--- config.mk ---
export PLATFORM = sky130hd
export DESIGN_NAME = fat_bad_cluster_scanner
export DESIGN_NICKNAME = d
export VERILOG_FILES = /design/src/design/fbcs_pkg.sv /design/src/design/fat_bad_cluster_scanner.sv
export VERILOG_INCLUDE_DIRS = /design/src /design/src/design
export SDC_FILE = /design/constraint.sdc
export NUM_CORES = 2
export LEC_CHECK = 0
export ABC_CLOCK_PERIOD_IN_PS = 21900
export CAP_MARGIN = 20
export CORE_ASPECT_RATIO = 0.8
export CORE_MARGIN = 3
export CORE_UTILIZATION = 38
export CTS_BUF_LIST = sky130_fd_sc_hd__clkbuf_8
export DETAILED_ROUTE_END_ITERATION = 7
export DONT_BUFFER_PORTS = 1
export HOLD_SLACK_MARGIN = 0.05
export PLACE_DENSITY = 0.54
export SETUP_SLACK_MARGIN = 0.2
export SLEW_MARGIN = 15
export SYNTH_ARGS = -nofsm -noshare
export SYNTH_HDL_FRONTEND = slang
export SYNTH_SLANG_ARGS = --single-unit
--- constraint.sdc ---
create_clock -name clk -period 21.9 [get_ports clk]
set_input_delay 3.285 -clock clk [delete_from_list [all_inputs] [get_ports clk]]
set_output_delay 3.285 -clock clk [all_outputs]
set_load 0.03 [all_outputs]
--- src/design/fat_bad_cluster_scanner_assert.svh ---
// ----------------------------------------------------------------------------
// FAT bad cluster scanner assertion macros
// Shorthand for the concurrent checks at the end of the scanner module.
// ----------------------------------------------------------------------------
`ifndef FAT_BAD_CLUSTER_SCANNER_ASSERT_SVH
`define FAT_BAD_CLUSTER_SCANNER_ASSERT_SVH

// A condition that holds at every clock edge outside reset.
`define FBCS_ASSERT_ALWAYS(label, cond) \
  label: assert property (@(posedge clk) disable iff (rst) (cond)) \
    else $error("%m: check failed");

// A condition that holds in the same cycle as its trigger.
`define FBCS_ASSERT_IMPLY(label, ante, cons) \
  label: assert property (@(posedge clk) disable iff (rst) (ante) |-> (cons)) \
    else $error("%m: check failed");

// A condition that holds in the cycle after its trigger.
`define FBCS_ASSERT_NEXT(label, ante, cons) \
  label: assert property (@(posedge clk) disable iff (rst) (ante) |=> (cons)) \
    else $error("%m: check failed");

`endif

--- src/design/fbcs_pkg.sv ---
// ----------------------------------------------------------------------------
// FAT bad cluster scanner package
// Shared types, classification limits and helpers for the table scanner.
// ----------------------------------------------------------------------------
package fbcs_pkg;

  localparam int unsigned CNT_W  = 28;
  localparam int unsigned SECT_W = 32;

  typedef logic [CNT_W-1:0]  count_t;
  typedef logic [SECT_W-1:0] sector_t;

  // Saturation point of the 28-bit counters and of the entry number.
  localparam count_t SAT28 = 28'hfffffff;

  // Classification limits for the three table formats.
  localparam count_t BAD32_LO = 28'hffffff0;
  localparam count_t BAD32_HI = 28'hffffff7;
  localparam count_t BAD16_LO = 28'h000fff0;
  localparam count_t BAD16_HI = 28'h000fff7;
  localparam count_t BAD12_LO = 28'h0000ff0;
  localparam count_t END12    = 28'h0000ff7;
  localparam count_t LIMIT12  = 28'd4080;

  // Table format codes; the unused code behaves as twelve-bit.
  typedef enum logic [1:0] {
    KIND_TWELVE     = 2'd0,
    KIND_SIXTEEN    = 2'd1,
    KIND_THIRTY_TWO = 2'd2
  } fat_kind_t;

  // Configuration register indexes.
  typedef enum logic [2:0] {
    REG_FAT_KIND        = 3'd0,
    REG_RESERVED        = 3'd1,
    REG_FAT_SECTORS     = 3'd2,
    REG_FAT_COPIES      = 3'd3,
    REG_ROOT_ENTRIES    = 3'd4,
    REG_CLUSTER_SECTORS = 3'd5
  } cfg_reg_t;

  // One result transaction.
  typedef struct packed {
    logic       record_kind;
    sector_t    bad_sector;
    logic [7:0] map_slot;
    logic       map_full;
    count_t     used_total;
    count_t     bad_total;
    count_t     chain_ends;
    count_t     last_cluster;
    sector_t    last_data_sector;
    logic       run_end;
  } result_t;

  // Saturating increment of a 28-bit counter.
  function automatic count_t sat_inc(count_t v);
    count_t r;
    r = (v == SAT28) ? v : v + 28'd1;
    return r;
  endfunction

endpackage

--- src/design/fat_bad_cluster_scanner.sv ---
// An accepted byte waits in the input register until the result queue has room.
// One byte per cycle while the queue has room; a final byte is held for a further
// step that emits the closing statistics. Both sector products come from
// registered operands. Reset (rst, synchronous) restores the configuration
// defaults, clears the scan state and empties the two-entry result queue.
// ----------------------------------------------------------------------------
// FAT bad cluster scanner
// Assembles FAT entries from a byte stream, classifies them, reports every
// bad cluster with its first sector and map slot, and closes with statistics.
// ----------------------------------------------------------------------------
`include "fat_bad_cluster_scanner_assert.svh"

module fat_bad_cluster_scanner #(
  parameter int unsigned BAD_MAP_DEPTH = 256
) (
  input  logic              clk,
  input  logic              rst,
  input  logic              cfg_write,
  input  logic [2:0]        cfg_index,
  input  logic [31:0]       cfg_data,
  input  logic              byte_valid,
  output logic              byte_stall,
  input  logic [7:0]        table_byte,
  input  logic              final_byte,
  output logic              result_valid,
  input  logic              result_stall,
  output logic              record_kind,
  output fbcs_pkg::sector_t bad_sector,
  output logic [7:0]        map_slot,
  output logic              map_full,
  output fbcs_pkg::count_t  used_total,
  output fbcs_pkg::count_t  bad_total,
  output fbcs_pkg::count_t  chain_ends,
  output fbcs_pkg::count_t  last_cluster,
  output fbcs_pkg::sector_t last_data_sector,
  output logic              run_end
);
  import fbcs_pkg::*;

  localparam int unsigned FILL_W = $clog2(BAD_MAP_DEPTH + 1);
  localparam logic [FILL_W-1:0] FILL_MAX  = FILL_W'(BAD_MAP_DEPTH);
  localparam logic [FILL_W-1:0] LAST_SLOT = FILL_W'(BAD_MAP_DEPTH - 1);

  // Configuration registers.
  logic [1:0]  fat_kind;
  logic [15:0] rsv_sectors;
  logic [31:0] fat_sectors;
  logic [7:0]  fat_copies;
  logic [15:0] root_entries;
  logic [7:0]  cluster_sectors;

  always_ff @(posedge clk) begin
    if (rst) begin
      fat_kind         <= KIND_TWELVE;
      rsv_sectors      <= 16'd1;
      fat_sectors      <= 32'd1;
      fat_copies       <= 8'd2;
      root_entries     <= 16'd224;
      cluster_sectors  <= 8'd1;
    end else if (cfg_write) begin
      unique case (cfg_reg_t'(cfg_index))
        REG_FAT_KIND:        fat_kind         <= cfg_data[1:0];
        REG_RESERVED:        rsv_sectors      <= cfg_data[15:0];
        REG_FAT_SECTORS:     fat_sectors      <= cfg_data;
        REG_FAT_COPIES:      fat_copies       <= cfg_data[7:0];
        REG_ROOT_ENTRIES:    root_entries     <= cfg_data[15:0];
        REG_CLUSTER_SECTORS: cluster_sectors  <= cfg_data[7:0];
        default: ;
      endcase
    end
  end

  // First data sector, registered from the configuration.
  logic [39:0] fat_area;
  logic [16:0] root_round;
  sector_t     root_sectors;
  sector_t     data_start;

  assign fat_area     = 40'(fat_sectors) * 40'(fat_copies);
  assign root_round   = {1'b0, root_entries} + 17'd15;
  assign root_sectors = (fat_kind == KIND_THIRTY_TWO) ? '0 : 32'(root_round[16:4]);

  always_ff @(posedge clk) begin
    data_start <= 32'(rsv_sectors) + fat_area[31:0] + root_sectors;
  end

  // Input register.
  logic       in_vld;
  logic [7:0] in_byte;
  logic       in_final;
  logic       accept;
  logic       consume;
  logic       go;

  assign byte_stall = in_vld && !consume;
  assign accept     = byte_valid && !byte_stall;

  always_ff @(posedge clk) begin
    if (rst) begin
      in_vld <= 1'b0;
    end else if (accept) begin
      in_vld <= 1'b1;
    end else if (consume) begin
      in_vld <= 1'b0;
    end
  end

  always_ff @(posedge clk) begin
    if (accept) begin
      in_byte  <= table_byte;
      in_final <= final_byte;
    end
  end

  // Scan state.
  logic [23:0]       gather, gather_next;
  logic [1:0]        phase, phase_next;
  count_t            entry_number, entry_number_next;
  count_t            used_count, used_count_next;
  count_t            bad_tally, bad_tally_next;
  count_t            end_count, end_count_next;
  count_t            last_used_cluster, last_used_cluster_next;
  logic [FILL_W-1:0] map_fill, map_fill_next;
  logic              pend_close, pend_close_next;

  // Entry assembly from the gathered bytes.
  count_t entry;
  logic   take;

  always_comb begin
    gather_next = gather;
    phase_next  = phase;
    entry       = '0;
    take        = 1'b0;
    if (phase == 2'd0) begin
      gather_next = {16'h0, in_byte};
      phase_next  = 2'd1;
    end else if (fat_kind == KIND_SIXTEEN) begin
      entry      = {12'h0, in_byte, gather[7:0]};
      take       = 1'b1;
      phase_next = 2'd0;
    end else if (fat_kind == KIND_THIRTY_TWO) begin
      if (phase != 2'd3) begin
        gather_next = gather | (24'(in_byte) << {phase, 3'b000});
        phase_next  = phase + 2'd1;
      end else begin
        entry      = {in_byte[3:0], gather};
        take       = 1'b1;
        phase_next = 2'd0;
      end
    end else if (phase == 2'd1) begin
      gather_next = {8'h0, in_byte, gather[7:0]};
      entry       = {16'h0, in_byte[3:0], gather[7:0]};
      take        = 1'b1;
      phase_next  = 2'd2;
    end else begin
      entry      = {16'h0, in_byte, gather[15:12]};
      take       = 1'b1;
      phase_next = 2'd0;
    end
  end

  // Classification of the assembled entry.
  logic twelve;
  logic counted;
  logic is_bad;
  logic is_end;

  assign twelve  = (fat_kind != KIND_SIXTEEN) && (fat_kind != KIND_THIRTY_TWO);
  assign counted = take && (entry_number >= 28'd2) && (entry_number != SAT28) &&
                   !(twelve && (entry_number >= LIMIT12));

  always_comb begin
    case (fat_kind)
      KIND_THIRTY_TWO: begin
        is_bad = (entry >= BAD32_LO) && (entry <= BAD32_HI);
        is_end = entry > BAD32_HI;
      end
      KIND_SIXTEEN: begin
        is_bad = (entry >= BAD16_LO) && (entry <= BAD16_HI);
        is_end = entry > BAD16_HI;
      end
      default: begin
        is_end = entry > END12;
        is_bad = !is_end && (entry > BAD12_LO);
      end
    endcase
  end

  // Sector arithmetic on registered operands.
  count_t      bad_index;
  count_t      last_index;
  logic [35:0] bad_prod;
  logic [35:0] last_prod;
  sector_t     bad_sector_val;
  sector_t     last_sector_val;

  assign bad_index       = entry_number - 28'd2;
  assign last_index      = last_used_cluster - 28'd1;
  assign bad_prod        = 36'(bad_index) * 36'(cluster_sectors);
  assign last_prod       = 36'(last_index) * 36'(cluster_sectors);
  assign bad_sector_val  = data_start + bad_prod[31:0];
  assign last_sector_val = data_start + last_prod[31:0] - 32'd1;

  // Bad map slot selection.
  logic              map_room;
  logic [FILL_W-1:0] slot;

  assign map_room = map_fill < FILL_MAX;
  assign slot     = map_room ? map_fill : LAST_SLOT;

  // Result queue control.
  logic [1:0] res_cnt;
  logic       room;
  logic       push;
  logic       pop;
  result_t    rec;
  result_t    slot0;
  result_t    slot1;

  assign room    = res_cnt != 2'd2;
  assign go      = in_vld && room;
  assign consume = go && (pend_close || !in_final);

  // State update and record build for one step.
  always_comb begin
    entry_number_next      = entry_number;
    used_count_next        = used_count;
    bad_tally_next         = bad_tally;
    end_count_next         = end_count;
    last_used_cluster_next = last_used_cluster;
    map_fill_next          = map_fill;
    pend_close_next        = pend_close;
    push                   = 1'b0;
    rec                    = '0;
    rec.used_total         = used_count;
    rec.bad_total          = bad_tally;
    rec.chain_ends         = end_count;
    rec.last_cluster       = last_used_cluster;
    rec.last_data_sector   = last_sector_val;
    if (go && pend_close) begin
      // Closing statistics, then back to the start of a table.
      push                   = 1'b1;
      rec.record_kind        = 1'b1;
      rec.run_end            = 1'b1;
      entry_number_next      = '0;
      used_count_next        = '0;
      bad_tally_next         = '0;
      end_count_next         = '0;
      last_used_cluster_next = 28'd2;
      map_fill_next          = '0;
      pend_close_next        = 1'b0;
    end else if (go) begin
      if (take) begin
        entry_number_next = sat_inc(entry_number);
      end
      if (counted && !is_bad) begin
        if (entry != '0) begin
          used_count_next        = sat_inc(used_count);
          last_used_cluster_next = entry_number;
        end
        if (is_end) begin
          end_count_next = sat_inc(end_count);
        end
      end else if (counted) begin
        push           = 1'b1;
        bad_tally_next = sat_inc(bad_tally);
        map_fill_next  = slot + 1'b1;
        rec.bad_sector = bad_sector_val;
        rec.map_slot   = 8'(slot);
        rec.map_full   = !map_room;
        rec.bad_total  = bad_tally_next;
        rec.run_end    = !in_final;
      end
      pend_close_next = in_final;
    end
  end

  // Byte phase and gather follow only processed bytes; a close restarts them.
  always_ff @(posedge clk) begin
    if (rst) begin
      gather            <= '0;
      phase             <= 2'd0;
      entry_number      <= '0;
      used_count        <= '0;
      bad_tally         <= '0;
      end_count         <= '0;
      last_used_cluster <= 28'd2;
      map_fill          <= '0;
      pend_close        <= 1'b0;
    end else begin
      if (go && pend_close) begin
        gather <= '0;
        phase  <= 2'd0;
      end else if (go) begin
        gather <= gather_next;
        phase  <= phase_next;
      end
      entry_number      <= entry_number_next;
      used_count        <= used_count_next;
      bad_tally         <= bad_tally_next;
      end_count         <= end_count_next;
      last_used_cluster <= last_used_cluster_next;
      map_fill          <= map_fill_next;
      pend_close        <= pend_close_next;
    end
  end

  // Two-entry result queue: slot0 drives the ports, slot1 absorbs a stall.
  assign result_valid = res_cnt != 2'd0;
  assign pop          = result_valid && !result_stall;

  always_ff @(posedge clk) begin
    if (rst) begin
      res_cnt <= 2'd0;
    end else begin
      res_cnt <= res_cnt + 2'(push) - 2'(pop);
    end
  end

  always_ff @(posedge clk) begin
    if (push && ((res_cnt == 2'd0) || ((res_cnt == 2'd1) && pop))) begin
      slot0 <= rec;
    end else if (push) begin
      slot1 <= rec;
    end else if (pop && (res_cnt == 2'd2)) begin
      slot0 <= slot1;
    end
  end

  assign record_kind      = slot0.record_kind;
  assign bad_sector       = slot0.bad_sector;
  assign map_slot         = slot0.map_slot;
  assign map_full         = slot0.map_full;
  assign used_total       = slot0.used_total;
  assign bad_total        = slot0.bad_total;
  assign chain_ends       = slot0.chain_ends;
  assign last_cluster     = slot0.last_cluster;
  assign last_data_sector = slot0.last_data_sector;
  assign run_end          = slot0.run_end;

  // Checks on the queue, the map fill and the closing sequence.
  `FBCS_ASSERT_ALWAYS(a_queue_bound, res_cnt != 2'd3)
  `FBCS_ASSERT_ALWAYS(a_fill_bound, map_fill <= FILL_MAX)
  `FBCS_ASSERT_IMPLY(a_pend_holds_item, pend_close, in_vld && in_final)
  `FBCS_ASSERT_NEXT(a_close_clears, go && pend_close, !pend_close && (entry_number == '0))
  `FBCS_ASSERT_IMPLY(a_close_ends_run, result_valid && slot0.record_kind, slot0.run_end && (slot0.bad_sector == '0))

endmodule

==> summary.log <==
INFO  pwr            p_leak=23.2nW
INFO  route          routedWlPerCell=19.3um
INFO  global_routing global_route.overflow_total=0
INFO  synthesis      synth_area=0.0498mm2
INFO  clock_network  cts_buffer_depth=3
INFO  synthesis      async_set_or_reset_register_ratio_after_synthesis=0%
INFO  setup_path     reg2reg_depth=23
INFO  sta            maxSlewViolCount=0
INFO  clock_network  clk-insertion-delay-late=0.82ns
INFO  clock_network  cts-hold-fix-buffers=0
INFO  setup_path     cpPeakStageDelay=0.76ns
INFO  global_routing grt_first_pass_wirelength=204,000um
INFO  clock_network  post-cts-setup-buffers=0
INFO  global_routing grt_pass1_vias=33,407
INFO  cells_and_area synthToLayoutAreaGrowth=8.67%
INFO  clock_network  cts-root-buf=sky130_fd_sc_hd__clkbuf_8
INFO  global_routing antenna_violations_before_repair=6
INFO  setup_path     r2r_setup_slack=13.12ns
INFO  sta            grt_setup_unrepaired=no
INFO  pwr            switching_part_of_the_total_power=33.8%
INFO  flow_run       cap_violations=0
INFO  cells_and_area mostFrequentLayoutCell=sky130_fd_sc_hd__inv_1
INFO  cells_and_area layout.cells.most_common_list=690 x sky130_fd_sc_hd__inv_1, 631 x sky130_fd_sc_hd__nand2_1, 548 x sky130_fd_sc_hd__fa_1, 383 x sky130_fd_sc_hd__edfxtp_1, 293 x sky130_fd_sc_hd__nor2_1
INFO  sta            max_freq=0.114GHz
INFO  setup_path     critical-path-slowest-cell=sky130_fd_sc_hd__o31ai_1
INFO  cells_and_area layout.filler_cells=12,661
INFO  placement      numPortBuffers=0
INFO  cells_and_area finish.instance_area=0.0541mm2
INFO  placement      placed_cells_incl_taps=6,489
INFO  setup_path     setup.worst_path.start_class=flop
INFO  pwr            p_total=0.00367W
INFO  min_path       hold_end=root_entries[2]
INFO  clock_network  post_cts_resized=0
INFO  clock_network  cts_tree=built
INFO  floorplan      io_pins=238
INFO  floorplan      core-area=0.130mm2
INFO  synthesis      synth-warning-count=0
INFO  setup_path     worstReg2RegEnd=last_data_sector[30]
INFO  sta            hold_violations=0
INFO  synthesis      netlist_instances=4,918
INFO  route          dr_total_vias=33,504
INFO  synthesis      mean_cell_area_of_the_mapped_netlist=10.1um2
INFO  route          drtIter0Drc=1,990
INFO  placement      routabilityCongestion=0.866
INFO  pwr            power_frac_comb=22.8%
INFO  route          routed_wl=130,000um
INFO  sta            worst_slew_margin_rel=29.9%
INFO  cells_and_area finalNetCount=5,674
INFO  sta            period_share=40.1%
INFO  sta            fin_worst_skew=0.0483ns
INFO  setup_path     setup.worst_path.class=flop to flop
INFO  placement      placement.cell_area=0.0516mm2
INFO  floorplan      floorplan.initialDensity=38.4%
INFO  route          antenna_violating_nets_post_route=0
INFO  run_status     outcome=finished, final reports clean
INFO  min_path       hold-path-cell-count=2
INFO  setup_path     startpoint_of_the_worst_setup_timing_path=last_used_cluster[0]
INFO  cells_and_area final_standard_cell_count_with_taps_included_and_fillers_excluded=6,719
INFO  floorplan      die-area=0.136mm2
INFO  pwr            irDropWorstVdd=46.9uV
INFO  min_path       hp-class=flop to flop
INFO  setup_path     critical_path.n_buffers_inverters=2
INFO  pwr            intPower=0.00243W
INFO  pwr            pwr-share-clk=34.3%
INFO  setup_path     crit_chain=inv_1 -> ha_1 -> or3b_1 -> or2_1 -> xnor2_1 -> nand2_1 -> fa_1 -> fa_1 -> inv_1 -> fa_1 -> fa_1 -> fa_1 -> ha_1 -> nand2_1 -> o31ai_1 -> a31oi_1 -> o21ai_0 -> a211oi_1 -> o31ai_1 -> o221ai_1 -> o21ai_0 -> mux2i_1 -> o311ai_1
INFO  floorplan      die_y=330um
INFO  clock_network  cts_made_buffers=118
INFO  setup_path     endpoint_kind=flop
INFO  setup_path     critical-path-top-cell-by-count=sky130_fd_sc_hd__fa_1
INFO  pwr            p_per_area=67.7mW/mm2
INFO  synthesis      postSynthNetCount=5,722
INFO  synthesis      synth-edff-count=383
INFO  route          detail_route.first_pass.iterations=5
INFO  sta            finalSetupViolations=0
INFO  min_path       hold_path.startpoint=root_entries[2]
INFO  floorplan      row_count=118
INFO  sta            fin_tns_setup=0ns
INFO  setup_path     worstPathRequired=22.40ns
INFO  synthesis      yosys_register_bits=676
INFO  global_routing grt_start_max_net_pins=138
INFO  floorplan      floorplan.die.width=411um
INFO  setup_path     timing.rr.start=last_used_cluster[0]
INFO  cells_and_area post-route-util=41.7%
INFO  pwr            seq_power_share=42.9%
INFO  route          vias_per_cell=4.99
INFO  global_routing gr-usage-all-layers=19.3%
INFO  synthesis      synth_cell_type_count=77
INFO  synthesis      ys_seq_area_share=34.9%
INFO  cells_and_area drive_gt1_share=6.35%
INFO  setup_path     path_delay_family=adder cells
INFO  sta            period_minus_slack=8.78ns
INFO  setup_path     arrival_worst_endpoint=9.28ns
INFO  clock_network  htreeDepth=3
INFO  sta            worst_slew_pin_slew=1.05ns
INFO  route          drc=0
INFO  placement      dp_hpwl=95,500um
INFO  pwr            netSwitchingPower=0.00124W
INFO  clock_network  cts_num_sinks=676
INFO  setup_path     critical_path_peak_fanout=9
INFO  synthesis      synthFlopType=sky130_fd_sc_hd__edfxtp_1
INFO  clock_network  clk_pin_slew=0.06ns
[routing by layer]
metal  track usage (%)  vias to the layer above  part of all wire (%)
li1                  -                    15822                     -
met1              28.7                    16822                    49
met2              29.2                      699                    44
met3              3.27                      159                   4.5
met4              4.65                        2                   2.2
met5                 0                        -                 0.015
[worst max path at each step]
stage / end / slack [ns] / depth (start not counted)
floorplan: bad_sector[0] / 4.58 / 1
global route: last_data_sector[30] / 12.50 / 24
finish: last_data_sector[30] / 13.12 / 23
CTS: last_data_sector[30] / 13.19 / 23
global placement: last_data_sector[30] / 13.27 / 21
detailed placement: last_data_sector[30] / 13.23 / 23
[flip-flops by register name (all words and copies together) (netlist names), 24 cells and up]
register           cells
last_data_sector      32
last_cluster          28
data_start            32
fat_sectors           32
gather                24
used_total            28
bad_total             28
chain_ends            28
end_count             28
bad_sector            32
last_used_cluster     28
entry_number          28
slot1                187
used_count            28
bad_tally             28
[kinds of logic (layout without fill, tap and decap cells)]
logic type,count (synthesis),count (layout),synth area share [%]
flops,676,676,34.9
simple gates,1693,1693,16.6
xor+xnor,282,282,5.01
other cells,0,5,0
compound gates,468,468,5.80
mux,176,176,3.88
buf+inv,868,924,6.62
fa+ha+maj,755,755,27.2
[worst min-delay path: cells and delay by family, from the launching register on]
| family | cells | cell delay [ns] |
|---|---|---|
| compound gates | 1 | 0.05 |
| simple gates | 1 | 0.05 |
| flops | 1 | 0.30 |
[metrics by stage]
stage	worst slack (ns)	hold WS [ns]
after floorplan	4.58	0.406
after global placement	13.27	0.440
after detailed placement	13.23	0.443
after CTS	13.19	0.452
after global routing	12.50	0.466
final	13.12	0.449
[power groups by stage]
stage,sequential [W],combinational (W),clock [W]
floorplan,0.00161,0.000600,0
global placement,0.00160,0.000833,0
detailed placement,0.00160,0.000835,0
CTS,0.00158,0.000841,0.00131
global route,0.00158,0.000940,0.00136
finish,0.00157,0.000838,0.00126
[layout make-up]
type	instances	area (um2)	share of cell area (%)
diodes	5	12.5	0.0231
clock buffers	135	1860	3.43
clock inverters	89	686	1.27
inverters	653	2450	4.53
multi-input cells	3374	29200	54.0
flip-flops and latches	676	17400	32.1
well taps	1740	2180	4.02
repair buffers	47	373	0.689
[synth_stat cells (all sizes together) (4+ instances only)]
| library cell | number | share of area, % |
|---|---|---|
| nand2b | 62 | 0.78 |
| o21ai | 93 | 0.93 |
| a22oi | 13 | 0.20 |
| edfxtp | 383 | 23 |
| or2 | 14 | 0.18 |
| nand2 | 632 | 4.8 |
| o21bai | 11 | 0.17 |
| mux2 | 139 | 3.1 |
| nor3b | 6 | 0.090 |
| nand3 | 67 | 0.67 |
| and2 | 235 | 3.0 |
| a31oi | 11 | 0.14 |
| o21a | 15 | 0.23 |
| a21oi | 192 | 1.9 |
| nor2b | 124 | 1.6 |
| a211oi | 14 | 0.21 |
| and4 | 11 | 0.19 |
| a22o | 22 | 0.39 |
| fa | 548 | 22 |
| nor4 | 25 | 0.44 |
| a21o | 37 | 0.56 |
| nand4b | 4 | 0.070 |
| a211o | 5 | 0.088 |
| mux2i | 37 | 0.74 |
| ha | 207 | 5.2 |
| o211ai | 10 | 0.15 |
| nor3 | 65 | 0.67 |
| and3 | 35 | 0.44 |
| nand3b | 14 | 0.21 |
| dfxtp | 293 | 12 |
| clkbuf | 183 | 1.4 |
| buf | 32 | 0.31 |
| nor4b | 4 | 0.070 |
| o31ai | 11 | 0.17 |
| nor2 | 296 | 2.2 |
| or4 | 13 | 0.20 |
| xor2 | 140 | 2.5 |
| nand4 | 47 | 0.59 |
| inv | 652 | 4.9 |
| xnor2 | 141 | 2.5 |
| or3 | 35 | 0.44 |
No activity file was read; power rests on OpenSTA's default activity.
